$ cat config.mk
export PLATFORM = sky130hd
export DESIGN_NAME = stochastic_cell_grid_update
export DESIGN_NICKNAME = d
export VERILOG_FILES = /design/src/hw/rtl/scgu_pkg.sv /design/src/hw/rtl/scgu_line_buf.sv /design/src/hw/rtl/scgu_cell_rule.sv /design/src/hw/rtl/stochastic_cell_grid_update.sv
export SDC_FILE = /design/constraint.sdc
export NUM_CORES = 2
export LEC_CHECK = 0
export ABC_CLOCK_PERIOD_IN_PS = 23600
export BUFFER_PORTS_ARGS = -buffer_cell sky130_fd_sc_hd__buf_4
export CORE_MARGIN = 4
export CORE_UTILIZATION = 60
export DETAILED_ROUTE_END_ITERATION = 8
export PLACE_DENSITY = 0.76
export RECOVER_POWER = 100
export REMOVE_ABC_BUFFERS = 1
export SLEW_MARGIN = 15
export SYNTH_ARGS = -nofsm -noshare
export SYNTH_HDL_FRONTEND = slang
export SYNTH_HIERARCHICAL = 1
export SYNTH_SLANG_ARGS = --single-unit
export TNS_END_PERCENT = 5
$ cat constraint.sdc
create_clock -name clock -period 23.6 [get_ports clock]
set_input_delay 4.72 -clock clock [delete_from_list [all_inputs] [get_ports clock]]
set_output_delay 4.72 -clock clock [all_outputs]
set_load 0.02 [all_outputs]
$ cat src/hw/rtl/scgu_pkg.sv
// shared types, widths, register indexes and codes of the stochastic cell grid update
// no dependencies; used by every module of the block by scoped names
package scgu_pkg;

   // grid geometry
   localparam int MAX_WIDTH  = 256;
   localparam int MAX_HEIGHT = 4096;
   localparam int MIN_DIM    = 2;
   localparam int COL_W      = $clog2(MAX_WIDTH);
   localparam int ROW_W      = $clog2(MAX_HEIGHT) + 1;
   localparam int Y_W        = $clog2(MAX_HEIGHT);

   // configuration register widths
   localparam int FW_W   = 9;
   localparam int FH_W   = 13;
   localparam int PROB_W = 14;

   // payload widths
   localparam int STATE_W      = 2;
   localparam int DRAW_W       = 14;
   localparam int REQ_TDATA_W  = 32;
   localparam int RSP_TDATA_W  = 24;
   localparam int CSR_IDX_W    = 3;
   localparam int CSR_DATA_W   = 14;

   // configuration register indexes
   localparam logic [CSR_IDX_W-1:0] CSR_FRAME_WIDTH  = 3'd0;
   localparam logic [CSR_IDX_W-1:0] CSR_FRAME_HEIGHT = 3'd1;
   localparam logic [CSR_IDX_W-1:0] CSR_PROB_DEATH   = 3'd2;
   localparam logic [CSR_IDX_W-1:0] CSR_PROB_SPONT   = 3'd3;
   localparam logic [CSR_IDX_W-1:0] CSR_PROB_SPREAD  = 3'd4;

   // register reset values
   localparam logic [FW_W-1:0]   RST_FRAME_WIDTH  = 9'd256;
   localparam logic [FH_W-1:0]   RST_FRAME_HEIGHT = 13'd256;
   localparam logic [PROB_W-1:0] RST_PROB_DEATH   = 14'd500;
   localparam logic [PROB_W-1:0] RST_PROB_SPONT   = 14'd0;
   localparam logic [PROB_W-1:0] RST_PROB_SPREAD  = 14'd5000;

   // item kinds
   localparam logic REQ_GRID = 1'b0;
   localparam logic REQ_PAD  = 1'b1;

   // cell state codes
   localparam logic [STATE_W-1:0] CELL_INACTIVE = 2'd0;
   localparam logic [STATE_W-1:0] CELL_SPIN_A   = 2'd1;
   localparam logic [STATE_W-1:0] CELL_SPIN_B   = 2'd2;
   localparam logic [STATE_W-1:0] CELL_BAD      = 2'd3;

   typedef logic [STATE_W-1:0] cell_type;

   // line buffer read window around the column in work
   typedef struct packed {
      cell_type above_x;
      cell_type above_xm1;
      cell_type cur_x;
      cell_type cur_xp1;
   } lb_rd_type;

   // cell and its four neighbors with in-grid flags
   typedef struct packed {
      cell_type cur;
      cell_type up;
      cell_type west;
      cell_type east;
      cell_type down;
      logic     has_up;
      logic     has_west;
      logic     has_east;
      logic     has_down;
   } nbr_type;

   // thresholds and random inputs of one update
   typedef struct packed {
      logic [PROB_W-1:0] prob_death;
      logic [PROB_W-1:0] prob_spont;
      logic [PROB_W-1:0] prob_spread;
      logic [DRAW_W-1:0] draw_first;
      logic [DRAW_W-1:0] draw_second;
      logic              spin_pick;
   } rnd_type;

endpackage

$ cat src/hw/rtl/scgu_line_buf.sv
// two line buffers (row above, current row) with registered reads and write forwarding
// depends on scgu_pkg
module scgu_line_buf (
   input  logic                       clock,
   input  logic                       wr_en,
   input  logic [scgu_pkg::COL_W-1:0] wr_addr,
   input  scgu_pkg::cell_type         above_wdata,
   input  scgu_pkg::cell_type         cur_wdata,
   input  logic [scgu_pkg::COL_W-1:0] rd_addr,
   output scgu_pkg::lb_rd_type        rd_data
);

   scgu_pkg::cell_type above_mem_ff [scgu_pkg::MAX_WIDTH];
   scgu_pkg::cell_type cur_mem_ff   [scgu_pkg::MAX_WIDTH];

   logic [scgu_pkg::COL_W-1:0] rd_west;
   logic [scgu_pkg::COL_W-1:0] rd_east;
   scgu_pkg::lb_rd_type        raw_ff;
   // bit 3 above_x, 2 above_xm1, 1 cur_x, 0 cur_xp1
   logic [3:0]                 fwd_in;
   logic [3:0]                 fwd_ff;
   scgu_pkg::cell_type         above_wr_ff;
   scgu_pkg::cell_type         cur_wr_ff;

   assign rd_west = rd_addr - scgu_pkg::COL_W'(1);
   assign rd_east = rd_addr + scgu_pkg::COL_W'(1);

   assign fwd_in[3] = wr_en && (wr_addr == rd_addr);
   assign fwd_in[2] = wr_en && (wr_addr == rd_west);
   assign fwd_in[1] = wr_en && (wr_addr == rd_addr);
   assign fwd_in[0] = wr_en && (wr_addr == rd_east);

   always_ff @(posedge clock) begin
      if (wr_en) begin
         above_mem_ff[wr_addr] <= above_wdata;
         cur_mem_ff[wr_addr]   <= cur_wdata;
      end
      raw_ff.above_x   <= above_mem_ff[rd_addr];
      raw_ff.above_xm1 <= above_mem_ff[rd_west];
      raw_ff.cur_x     <= cur_mem_ff[rd_addr];
      raw_ff.cur_xp1   <= cur_mem_ff[rd_east];
      fwd_ff           <= fwd_in;
      above_wr_ff      <= above_wdata;
      cur_wr_ff        <= cur_wdata;
   end

   // same-cycle write wins over the old array contents
   always_comb begin
      rd_data.above_x   = fwd_ff[3] ? above_wr_ff : raw_ff.above_x;
      rd_data.above_xm1 = fwd_ff[2] ? above_wr_ff : raw_ff.above_xm1;
      rd_data.cur_x     = fwd_ff[1] ? cur_wr_ff   : raw_ff.cur_x;
      rd_data.cur_xp1   = fwd_ff[0] ? cur_wr_ff   : raw_ff.cur_xp1;
   end

endmodule

$ cat src/hw/rtl/scgu_cell_rule.sv
// update rule of one cell from its in-grid four-neighborhood and random draws
// depends on scgu_pkg
module scgu_cell_rule (
   input  scgu_pkg::nbr_type  nbr,
   input  scgu_pkg::rnd_type  rnd,
   output scgu_pkg::cell_type new_state
);

   logic               up_act, west_act, east_act, down_act;
   logic               any_active, any_inactive;
   logic               death_hit, spont_hit, spread_hit;
   scgu_pkg::cell_type spin;
   logic [scgu_pkg::DRAW_W:0] d1_inc, d2_inc;

   assign up_act   = nbr.up   != scgu_pkg::CELL_INACTIVE;
   assign west_act = nbr.west != scgu_pkg::CELL_INACTIVE;
   assign east_act = nbr.east != scgu_pkg::CELL_INACTIVE;
   assign down_act = nbr.down != scgu_pkg::CELL_INACTIVE;

   assign any_active   = (nbr.has_up && up_act) || (nbr.has_west && west_act)
                      || (nbr.has_east && east_act) || (nbr.has_down && down_act);
   assign any_inactive = (nbr.has_up && !up_act) || (nbr.has_west && !west_act)
                      || (nbr.has_east && !east_act) || (nbr.has_down && !down_act);

   // draw plus one below threshold
   assign d1_inc = {1'b0, rnd.draw_first}  + (scgu_pkg::DRAW_W+1)'(1);
   assign d2_inc = {1'b0, rnd.draw_second} + (scgu_pkg::DRAW_W+1)'(1);

   assign death_hit  = d1_inc < {1'b0, rnd.prob_death};
   assign spont_hit  = d1_inc < {1'b0, rnd.prob_spont};
   assign spread_hit = d2_inc < {1'b0, rnd.prob_spread};

   assign spin = rnd.spin_pick ? scgu_pkg::CELL_SPIN_B : scgu_pkg::CELL_SPIN_A;

   always_comb begin
      if (nbr.cur != scgu_pkg::CELL_INACTIVE) begin
         if (!any_inactive) begin
            new_state = spin;
         end else begin
            new_state = death_hit ? scgu_pkg::CELL_INACTIVE : spin;
         end
      end else if (spont_hit) begin
         new_state = spin;
      end else if (any_active && spread_hit) begin
         new_state = spin;
      end else begin
         new_state = scgu_pkg::CELL_INACTIVE;
      end
   end

endmodule

$ cat src/hw/rtl/stochastic_cell_grid_update.sv
// a cell is worked when the beat below it leaves the input register; its result is registered
// throughput: one beat per cycle, unless stalled; a worked beat reads the next column's window
// after each csr write the block pauses while the line buffers re-read
// reset (synchronous, active high) clears counters and valid flags and loads the csr defaults;
// line buffer contents are not cleared, the first grid row fills them
module stochastic_cell_grid_update (
   input  logic                             clock,
   input  logic                             reset,
   // input beats
   input  logic                             req_tvalid,
   output logic                             req_tready,
   // cell_state[1:0], draw_first[15:2], draw_second[29:16], spin_pick[30], zero[31]
   input  logic [scgu_pkg::REQ_TDATA_W-1:0] req_tdata,
   // req_type[0]
   input  logic                             req_tuser,
   // result beats
   output logic                             rsp_tvalid,
   input  logic                             rsp_tready,
   // cell_x[7:0], cell_y[19:8], new_state[21:20], zero[23:22]
   output logic [scgu_pkg::RSP_TDATA_W-1:0] rsp_tdata,
   // frame_last
   output logic                             rsp_tlast,
   // configuration writes
   input  logic                             csr_we,
   input  logic [scgu_pkg::CSR_IDX_W-1:0]   csr_index,
   input  logic [scgu_pkg::CSR_DATA_W-1:0]  csr_wdata
);

   // csr registers
   logic [scgu_pkg::FW_W-1:0]   frame_width_ff;
   logic [scgu_pkg::FH_W-1:0]   frame_height_ff;
   logic [scgu_pkg::PROB_W-1:0] prob_death_ff;
   logic [scgu_pkg::PROB_W-1:0] prob_spont_ff;
   logic [scgu_pkg::PROB_W-1:0] prob_spread_ff;
   logic                        refetch_ff;

   // input register
   logic                                 in_vld_ff;
   logic                                 in_kind_ff;
   logic [scgu_pkg::REQ_TDATA_W-1:0]     in_data_ff;

   // raster position of the incoming cell
   logic [scgu_pkg::COL_W-1:0] col_ff, col_in;
   logic [scgu_pkg::ROW_W-1:0] row_ff, row_in;

   // result register
   logic                       rsp_vld_ff, rsp_vld_in;
   logic [scgu_pkg::COL_W-1:0] rsp_x_ff;
   logic [scgu_pkg::Y_W-1:0]   rsp_y_ff;
   scgu_pkg::cell_type         rsp_state_ff;
   logic                       rsp_last_ff;

   // work stage
   logic [scgu_pkg::COL_W:0]   width_use;
   logic [scgu_pkg::COL_W-1:0] wm1;
   logic [scgu_pkg::FH_W-1:0]  height_use;
   logic [scgu_pkg::COL_W-1:0] x, x_next, col_step;
   logic                       last_col, pad_row, ignored;
   logic                       fire, upd, has_result;
   scgu_pkg::cell_type         cs, incoming, new_state;
   logic [scgu_pkg::COL_W-1:0] rd_addr;
   scgu_pkg::lb_rd_type        lb_rd;
   scgu_pkg::nbr_type          nbr;
   scgu_pkg::rnd_type          rnd;

   // ---------------------------------------------------------------- csr
   always_ff @(posedge clock) begin
      if (reset) begin
         frame_width_ff  <= scgu_pkg::RST_FRAME_WIDTH;
         frame_height_ff <= scgu_pkg::RST_FRAME_HEIGHT;
         prob_death_ff   <= scgu_pkg::RST_PROB_DEATH;
         prob_spont_ff   <= scgu_pkg::RST_PROB_SPONT;
         prob_spread_ff  <= scgu_pkg::RST_PROB_SPREAD;
         refetch_ff      <= 1'b0;
      end else begin
         refetch_ff <= csr_we;
         if (csr_we) begin
            unique case (csr_index)
               scgu_pkg::CSR_FRAME_WIDTH:  frame_width_ff  <= csr_wdata[scgu_pkg::FW_W-1:0];
               scgu_pkg::CSR_FRAME_HEIGHT: frame_height_ff <= csr_wdata[scgu_pkg::FH_W-1:0];
               scgu_pkg::CSR_PROB_DEATH:   prob_death_ff   <= csr_wdata;
               scgu_pkg::CSR_PROB_SPONT:   prob_spont_ff   <= csr_wdata;
               scgu_pkg::CSR_PROB_SPREAD:  prob_spread_ff  <= csr_wdata;
               default: ;
            endcase
         end
      end
   end

   // ---------------------------------------------------------------- frame size in use
   always_comb begin
      if (frame_width_ff < scgu_pkg::FW_W'(scgu_pkg::MIN_DIM)) begin
         width_use = (scgu_pkg::COL_W+1)'(scgu_pkg::MIN_DIM);
      end else if (frame_width_ff > scgu_pkg::FW_W'(scgu_pkg::MAX_WIDTH)) begin
         width_use = (scgu_pkg::COL_W+1)'(scgu_pkg::MAX_WIDTH);
      end else begin
         width_use = (scgu_pkg::COL_W+1)'(frame_width_ff);
      end
      if (frame_height_ff < scgu_pkg::FH_W'(scgu_pkg::MIN_DIM)) begin
         height_use = scgu_pkg::FH_W'(scgu_pkg::MIN_DIM);
      end else if (frame_height_ff > scgu_pkg::FH_W'(scgu_pkg::MAX_HEIGHT)) begin
         height_use = scgu_pkg::FH_W'(scgu_pkg::MAX_HEIGHT);
      end else begin
         height_use = frame_height_ff;
      end
   end

   assign wm1 = scgu_pkg::COL_W'(width_use - (scgu_pkg::COL_W+1)'(1));

   // ---------------------------------------------------------------- handshake
   // the work stage fires when the result slot is free or being emptied;
   // a refetch cycle after a csr write lets the line buffers follow a new width
   assign fire       = in_vld_ff && !refetch_ff && (!rsp_vld_ff || rsp_tready);
   assign req_tready = !in_vld_ff || fire;

   always_ff @(posedge clock) begin
      if (reset) begin
         in_vld_ff <= 1'b0;
      end else if (req_tvalid && req_tready) begin
         in_vld_ff <= 1'b1;
      end else if (fire) begin
         in_vld_ff <= 1'b0;
      end
   end

   always_ff @(posedge clock) begin
      if (req_tvalid && req_tready) begin
         in_kind_ff <= req_tuser;
         in_data_ff <= req_tdata;
      end
   end

   // ---------------------------------------------------------------- position and kind
   assign x        = (col_ff > wm1) ? wm1 : col_ff;
   assign last_col = (x == wm1);
   assign pad_row  = row_ff >= scgu_pkg::ROW_W'(height_use);

   // a pad beat in grid rows, or a grid beat in the pad row, is dropped
   assign ignored    = (in_kind_ff == scgu_pkg::REQ_PAD) != pad_row;
   assign upd        = fire && !ignored;
   assign has_result = upd && (row_ff != '0);

   assign cs       = in_data_ff[scgu_pkg::STATE_W-1:0];
   assign incoming = (pad_row || cs == scgu_pkg::CELL_BAD) ? scgu_pkg::CELL_INACTIVE : cs;

   always_comb begin
      col_in = col_ff;
      row_in = row_ff;
      if (upd) begin
         if (last_col) begin
            col_in = '0;
            row_in = pad_row ? '0 : row_ff + scgu_pkg::ROW_W'(1);
         end else begin
            col_in = x + scgu_pkg::COL_W'(1);
         end
      end
   end

   always_ff @(posedge clock) begin
      if (reset) begin
         col_ff <= '0;
         row_ff <= '0;
      end else begin
         col_ff <= col_in;
         row_ff <= row_in;
      end
   end

   // read window for the cell of the next cycle
   assign col_step = last_col ? '0 : x + scgu_pkg::COL_W'(1);
   assign x_next   = (col_step > wm1) ? wm1 : col_step;
   assign rd_addr  = upd ? x_next : x;

   // ---------------------------------------------------------------- line buffers
   scgu_line_buf u_line_buf (
      .clock       (clock),
      .wr_en       (upd),
      .wr_addr     (x),
      .above_wdata (lb_rd.cur_x),
      .cur_wdata   (incoming),
      .rd_addr     (rd_addr),
      .rd_data     (lb_rd)
   );

   // ---------------------------------------------------------------- cell rule
   always_comb begin
      nbr.cur      = lb_rd.cur_x;
      nbr.up       = lb_rd.above_x;
      nbr.west     = lb_rd.above_xm1;
      nbr.east     = lb_rd.cur_xp1;
      nbr.down     = incoming;
      nbr.has_up   = row_ff > scgu_pkg::ROW_W'(1);
      nbr.has_west = x != '0;
      nbr.has_east = !last_col;
      nbr.has_down = !pad_row;
   end

   always_comb begin
      rnd.prob_death  = prob_death_ff;
      rnd.prob_spont  = prob_spont_ff;
      rnd.prob_spread = prob_spread_ff;
      rnd.draw_first  = in_data_ff[15:2];
      rnd.draw_second = in_data_ff[29:16];
      rnd.spin_pick   = in_data_ff[30];
   end

   scgu_cell_rule u_cell_rule (
      .nbr       (nbr),
      .rnd       (rnd),
      .new_state (new_state)
   );

   // ---------------------------------------------------------------- result register
   always_comb begin
      if (fire) begin
         rsp_vld_in = has_result;
      end else if (rsp_tready) begin
         rsp_vld_in = 1'b0;
      end else begin
         rsp_vld_in = rsp_vld_ff;
      end
   end

   always_ff @(posedge clock) begin
      if (reset) begin
         rsp_vld_ff <= 1'b0;
      end else begin
         rsp_vld_ff <= rsp_vld_in;
      end
   end

   always_ff @(posedge clock) begin
      if (has_result) begin
         rsp_x_ff     <= x;
         rsp_y_ff     <= scgu_pkg::Y_W'(row_ff - scgu_pkg::ROW_W'(1));
         rsp_state_ff <= new_state;
         rsp_last_ff  <= pad_row && last_col;
      end
   end

   assign rsp_tvalid = rsp_vld_ff;
   assign rsp_tlast  = rsp_last_ff;
   assign rsp_tdata  = {2'b00, rsp_state_ff, rsp_y_ff, rsp_x_ff};

   // ---------------------------------------------------------------- checks
   // no cell is worked while the line buffers re-read after a csr write
   assert property (@(posedge clock) disable iff (reset) refetch_ff |-> !fire)
      else $error("work stage fired during refetch");

   // a dropped beat leaves the raster position alone
   assert property (@(posedge clock) disable iff (reset)
      (fire && ignored) |=> ($stable(col_ff) && $stable(row_ff)))
      else $error("dropped beat moved the raster position");

   // a worked cell with a row above always shows up at the result register
   assert property (@(posedge clock) disable iff (reset) has_result |=> rsp_vld_ff)
      else $error("result lost");

   // while the last cell of a frame waits, the counters already sit at frame start
   assert property (@(posedge clock) disable iff (reset)
      (rsp_vld_ff && rsp_last_ff) |-> (col_ff == '0 && row_ff == '0))
      else $error("frame end without counter wrap");

endmodule
**Yosys cells after proc, flatten, opt, wreduce, memory -nomap -nowiden**

Memory sizes are Yosys's and may differ from the RTL's. A register that Yosys moved wholly into a read port is not among the register bits.
Cells that the tools add are included.

- Register bits: 151
- RAM bits: 1,024
- Input bits: 55
- Memories: 2

Memory list:

| name | words | bits a word | rd ports | clocked after memory_dff | wr ports | RTL line | text |
|---|---|---|---|---|---|---|---|
| u_line_buf.above_mem_ff | 256 | 2 | 2 | 2 | 1 | scgu_line_buf.sv:13 | `scgu_pkg::cell_type above_mem_ff [scgu_pkg::MAX_WIDTH];` |
| u_line_buf.cur_mem_ff | 256 | 2 | 2 | 2 | 1 | scgu_line_buf.sv:14 | `scgu_pkg::cell_type cur_mem_ff [scgu_pkg::MAX_WIDTH];` |

- Add/subtract/negate cells: 8
- Magnitude comparators: 11
- Eq/ne operators: 10
- Mux-type cells: 26
- Reduce and logical (&&, ||, !) cells: 53

Operator list:

| operator | count |
|---|---|
| 2-to-1 mux 8 bit | 6 |
| < comparator 15 x 14 -> 1 bit | 3 |
| 2-to-1 mux 13 bit | 3 |
| equality test 8 bit | 4 |
| adder 14 x 1 -> 15 bit, second input constant | 2 |
| 2-to-1 mux 2 bit | 11 |
| logical AND 1 bit | 18 |
| adder 8 x 1 -> 8 bit, second input constant | 2 |
| > comparator 8 bit | 2 |
| subtractor 8 x 1 -> 8 bit, second input constant | 2 |
| nonzero test 2 bit | 7 |
| adder 13 x 1 -> 13 bit, second input constant | 1 |
| greater-or-equal comparator 13 bit | 1 |
| > comparator 13 x 1 -> 1 bit, second input constant | 1 |
| > comparator 13 bit, second input constant | 1 |
| < comparator 13 x 2 -> 1 bit, second input constant | 1 |
| nonzero test 13 bit | 1 |
| AND reduction 2 bit | 6 |
| subtractor 12 x 1 -> 12 bit, second input constant | 1 |
| logical NOT 1 bit | 10 |
| > comparator 9 bit, second input constant | 1 |
| logical OR 1 bit | 9 |
| < comparator 9 x 2 -> 1 bit, second input constant | 1 |
| nonzero test 8 bit | 1 |
| other kinds (7) | 13 |

**Longest topological paths before layout**

- Depth after elaboration: 15
- Gate-level depth with buffers: 52

**Hierarchy**

Netlist, hierarchy kept.

By module, submodules not included:

| module | instances | cells an instance | area an instance (sq um) | sequential area each (sq um) |
|---|---|---|---|---|
| scgu_line_buf | 1 | 2,631 | 50,055.5 | 31,049.8 |
| stochastic_cell_grid_update | 1 | 805 | 7,293.2 | 3,413.3 |
| scgu_cell_rule | 1 | 217 | 1,537.7 | 0.0 |

**Worst setup path after synthesis**

No wires, ideal clock.

- Path kind: register to register
- From: register frame_height_ff[6] in the netlist's numbering
- To: memory u_line_buf/cur_mem_ff[0][0] in the netlist's numbering (data pin)
- Library setup time: 2.236 ns
- Arrival: 13.287 ns
- Required time: 21.364 ns
- Slack: 8.076 ns
- Stages on the path, launching flop included: 14
- Buffers on the path: 0
- Clock period less this slack: 15.524 ns
- Cell sequence: dfxtp_1 > nor4_1 > nand3_1 > o31ai_1 > nand2_1 > ha_1 > a21o_1 > a21o_1 > a21o_1 > a21oi_1 > nor2b_1 > o311a_1 > or2_2 > nor3b_1

- Longest elaborated chain between the ends: 6
- Elaborated cells between the ends (all ways): 7

RTL lines:

| item | RTL line | text |
|---|---|---|
| start, declared | stochastic_cell_grid_update.sv:31 | `logic [scgu_pkg::FH_W-1:0] frame_height_ff;` |
| start signal, assigned | stochastic_cell_grid_update.sv:70 | `frame_height_ff <= scgu_pkg::RST_FRAME_HEIGHT;` |
| start signal, assigned | stochastic_cell_grid_update.sv:80 | `scgu_pkg::CSR_FRAME_HEIGHT: frame_height_ff <= csr_wdata[scgu_pkg::FH_W-1:0];` |
| > comparator 13 bit | stochastic_cell_grid_update.sv:101 | `end else if (frame_height_ff > scgu_pkg::FH_W'(scgu_pkg::MAX_HEIGHT)) begin` |
| 2-to-1 mux 13 bit | stochastic_cell_grid_update.sv:101 |  |
| 2-to-1 mux 13 bit * | stochastic_cell_grid_update.sv:99 | `if (frame_height_ff < scgu_pkg::FH_W'(scgu_pkg::MIN_DIM)) begin` |
| greater-or-equal comparator 13 bit * | stochastic_cell_grid_update.sv:136 | `assign pad_row = row_ff >= scgu_pkg::ROW_W'(height_use);` |
| logical OR 1 bit * | stochastic_cell_grid_update.sv:144 | `assign incoming = (pad_row \|\| cs == scgu_pkg::CELL_BAD) ? scgu_pkg::CELL_INACTIVE : cs;` |
| 2-to-1 mux 2 bit * | stochastic_cell_grid_update.sv:144 |  |
| named net incoming[0] | stochastic_cell_grid_update.sv:60 | `scgu_pkg::cell_type cs, incoming, new_state;` |
| end, declared | scgu_line_buf.sv:14 |  |

The timed path passes the listed nets; every way through them passes the cells marked *.

**Worst setup path in the final report**

- From: register frame_width_ff[2] in the netlist's numbering
- To: register u_line_buf/raw_ff[1] (netlist name)

- Longest elaborated chain between the ends: 12
- Elaborated cells between the ends (all ways): 14

RTL lines:

| item | RTL line | text |
|---|---|---|
| start, declared | stochastic_cell_grid_update.sv:30 | `logic [scgu_pkg::FW_W-1:0] frame_width_ff;` |
| start signal, assigned | stochastic_cell_grid_update.sv:69 | `frame_width_ff <= scgu_pkg::RST_FRAME_WIDTH;` |
| start signal, assigned | stochastic_cell_grid_update.sv:79 | `scgu_pkg::CSR_FRAME_WIDTH: frame_width_ff <= csr_wdata[scgu_pkg::FW_W-1:0];` |
| > comparator 9 bit | stochastic_cell_grid_update.sv:94 | `end else if (frame_width_ff > scgu_pkg::FW_W'(scgu_pkg::MAX_WIDTH)) begin` |
| 2-to-1 mux 8 bit | stochastic_cell_grid_update.sv:94 |  |
| 2-to-1 mux 8 bit * | stochastic_cell_grid_update.sv:92 | `if (frame_width_ff < scgu_pkg::FW_W'(scgu_pkg::MIN_DIM)) begin` |
| subtractor 8 x 1 -> 8 bit * | stochastic_cell_grid_update.sv:108 | `assign wm1 = scgu_pkg::COL_W'(width_use - (scgu_pkg::COL_W+1)'(1));` |
| > comparator 8 bit | stochastic_cell_grid_update.sv:134 | `assign x = (col_ff > wm1) ? wm1 : col_ff;` |
| 2-to-1 mux 8 bit * | stochastic_cell_grid_update.sv:134 |  |
| named net x, one bit | stochastic_cell_grid_update.sv:57 | `logic [scgu_pkg::COL_W-1:0] x, x_next, col_step;` |
| adder 8 x 1 -> 8 bit / equality test 8 bit (equally long branches) | stochastic_cell_grid_update.sv:170, stochastic_cell_grid_update.sv:135 |  |
| 2-to-1 mux 8 bit * | stochastic_cell_grid_update.sv:170 | `assign col_step = last_col ? '0 : x + scgu_pkg::COL_W'(1);` |
| named net col_step, one bit | stochastic_cell_grid_update.sv:57 |  |
| > comparator 8 bit * | stochastic_cell_grid_update.sv:171 | `assign x_next = (col_step > wm1) ? wm1 : col_step;` |
| 2-to-1 mux 8 bit * | stochastic_cell_grid_update.sv:171 |  |
| 2-to-1 mux 8 bit * | stochastic_cell_grid_update.sv:172 | `assign rd_addr = upd ? x_next : x;` |
| named net rd_addr, one bit | stochastic_cell_grid_update.sv:61 | `logic [scgu_pkg::COL_W-1:0] rd_addr;` |
| adder 8 x 1 -> 8 bit * | scgu_line_buf.sv:26 | `assign rd_east = rd_addr + scgu_pkg::COL_W'(1);` |

Marks and branches as above.
A chain may end at the register's enable or synchronous reset.

==> flow_summary.ini <==
[critical_path]
path_max_fanout = 44
cp_slowest_cell = clkbuf_1
crit_top_cell = mux2i_1
crit_type = register to register
reg2reg_to = u_line_buf/raw_ff[1]
crit_required_ps = 24150
r2r_slack_ps = 6290
path_buf_inv = 7
worstSetupEndpointType = register
r2r_cells = 39
cp.arrival_ps = 17860
r2r-start = frame_width_ff[2]
worst_setup_path_start_kind = register
critPathMaxStageDelay_ps = 2440
cp_top_family = buffers and inverters

[power]
peakVddDrop_v = 0.0000666
p_sw_mw = 1.19
power_leakage_nw = 20.3
seqPwrFrac_pct = 48.5
power_frac_clock_pct = 39.1
power_per_cell_area_nw_per_um2 = 77.5
sw_frac_of_total_pct = 24.0
power_frac_comb_pct = 12.4
internal_power_mw = 3.77

[cells_and_area]
final_nets = 3811
multi_input_area_um2 = 22700
areaGrowthSynthToFinish_pct = 8.69
final-seq-area_um2 = 34500
fill_cells = 6441
drive_above_1_share_pct = 23.7
final_cell_area_um2 = 64000
final_core_util_pct = 66.0

[hold_path]
hp-class = register to register
hold_path_end = prob_death_ff[0]
hp-start = prob_death_ff[0]
hold_depth = 2

[synthesis]
ys_ff_latch = 1182
avgSynthCellArea_um2 = 16.1
synth_common_cells = edfxtp_1, mux4_2, nor2_1, nand2_1, mux2i_1
yosysWarningCount = 6
seq_area_frac_synth_pct = 58.5
yosysTopAreaCell = edfxtp_1
yosys.cell_types.count = 109
netlist_area_um2 = 58900
synth_area_leaders = edfxtp_1, mux4_2, dfxtp_1
netlist.area_leader.share_pct = 55.0
synth-main-ff-cell = edfxtp_1
syn_inst = 3653
synth_edf_count = 1079
async_flop_share_pct = 0
synth_most_common_cell = edfxtp_1

[clocking]
root_buffer = clkbuf_16
htree_levels = 3
clockBufferDepth = 3
cts_tree = built
numCtsBuffers = 118
clock_latency_ps = 710
clock-sinks = 1182
cts_hold_buf = 0
path_clk_slew_ps = 60
ctsResizeCount = 0
cts_setup_buffers = 0

[timing]
grt_setup_unrepaired = no
min_period_ps = 17310
max_freq_ghz = 0.0578
drv_slew = 1467
layout_setup_ws_ps = 6290
finalSetupViolCount = 0
final_hold_viol_count = 0
finClkSkew_ps = 29.6
period_share_pct = 73.3
maxSlewHeadroom_pct = -421
worst_pin_slew_ps = 7810

[route]
drt_wl_total_mm = 163
wl_per_cell_um = 32.3
vias = 36595
ant_nets = 0
first_iter_violations = 5507
drt_pre_antenna_iters = 6
avgViaCountPerCell = 7.24
drc = 0

[status]
outcome = finished with violations
violations = capacitance limit, slew limit

[floorplan]
core_um2 = 97000
start_util_pct = 60.7
row_count = 114
die-area_um2 = 103000
io_pins = 82
die_h_um = 321
die_w_um = 321

[placement]
gp_congestion = 0.940
io_buffers = 78
dp_slack_ps = 11080
dp_hpwl_mm = 103
place_area_um2 = 60400

[global_route]
grt_overflow = 0
grt.total_usage_pct = 31.9
grt_pass1_wl_mm = 241
grt_antenna_before_repair = 1
grt_max_degree = 260
grt_pass1_vias = 36146

[flow_run]
cap_violations = 30
==> state kept, by name, summed over array words and instances (netlist names), 8 cells and up <==
signal	count
u_line_buf/above_mem_ff	512
u_line_buf/cur_mem_ff	512
in_data_ff	31
prob_death_ff	14
prob_spont_ff	14
prob_spread_ff	14
frame_height_ff	13
row_ff	13
rsp_y_ff	12
frame_width_ff	9
col_ff	8
rsp_x_ff	8
u_line_buf/raw_ff	8
==> through the flow <==
stage | cells | hold WS (ps) | power, mW | setup TNS [ps]
after floorplan | 3402 | 427 | 3.17 | -272520
after global placement | 4836 | 440 | 3.02 | 0
after detailed placement | 4836 | 443 | 3.04 | 0
after CTS | 5054 | 451 | 4.95 | 0
after global routing | 5055 | 479 | 5.11 | 0
final | 5058 | 454 | 4.96 | 0
==> kinds of logic (layout without fill, tap and decap cells) <==
family / Yosys count / count (layout) / synth area share, %
flip-flops: 1182 / 1182 / 58.5
AND/OR/NAND/NOR: 937 / 937 / 7.29
multiplexers: 699 / 699 / 24.1
AO/OA/AOI/OAI: 350 / 350 / 4.21
buffers and inverters: 327 / 452 / 3.00
XOR/XNOR: 81 / 81 / 1.29
adder cells (fa/ha/maj): 76 / 76 / 1.61
other: 1 / 5 / 0.00637
==> layout by cell type (no fill, tap or decap), drive strengths merged, types with 11 or more instances in the layout <==
cell    count
xnor2      54
mux2       12
inv        79
xor2       26
a22oi      24
nor2      333
o21ai      41
nor2b      32
edfxtp   1079
dfxtp     103
mux2i     118
nand2b     11
o31ai      11
ha         75
o211ai     21
nor3       31
nand4      27
clkbuf    235
a21oi     113
nor4       17
clkinv     47
bufinv     18
a31oi      13
and3       22
nand3      67
buf        68
nand2     314
a211oi     23
mux4      569
and2       16
==> power groups by stage <==
stage                     Clock, mW  Sequential (mW)  Combinational [mW]
after floorplan                   0             2.44               0.724
after global routing           2.05             2.41               0.645
after CTS                      1.96             2.39               0.610
final                          1.94             2.41               0.616
after global placement            0             2.43               0.594
after detailed placement          0             2.43               0.605
==> layer usage <==
layer | vias to the layer above | global-route usage [%] | wire, µm
li1 | 14804 | - | -
met1 | 18557 | 42.1 | 56600
met2 | 2655 | 49.6 | 75600
met3 | 577 | 9.89 | 22000
met4 | 2 | 14.2 | 9140
met5 | - | 0 | 61
==> worst min-delay path, stage by stage, from the launching register on <==
cell	delay, ps
dfxtp_1	310
nand2_1	50
a21oi_1	50
==> worst max-delay path by stage <==
| stage | from | to | cells after the start |
|---|---|---|---|
| final | frame_width_ff[2] | u_line_buf/raw_ff[1] | 39 |
| after global routing | frame_width_ff[2] | u_line_buf/raw_ff[1] | 39 |
| after CTS | frame_width_ff[2] | u_line_buf/raw_ff[7] | 39 |
| after detailed placement | frame_width_ff[2] | u_line_buf/raw_ff[7] | 39 |
| after global placement | frame_width_ff[2] | u_line_buf/raw_ff[7] | 39 |
| after floorplan | frame_width_ff[2] | u_line_buf/raw_ff[4] | 37 |
==> cell type report <==
cell class / count / share of cell area, %
multi-input cells: 2145 / 35.4
flip-flops and latches: 1182 / 53.8
clock buffers: 144 / 4.93
well taps: 1276 / 2.49
repair buffers: 159 / 1.55
inverters: 75 / 0.444
diodes: 3 / 0.0117
clock inverters: 74 / 1.29
Note: power is estimated with default switching activity, not from simulation.
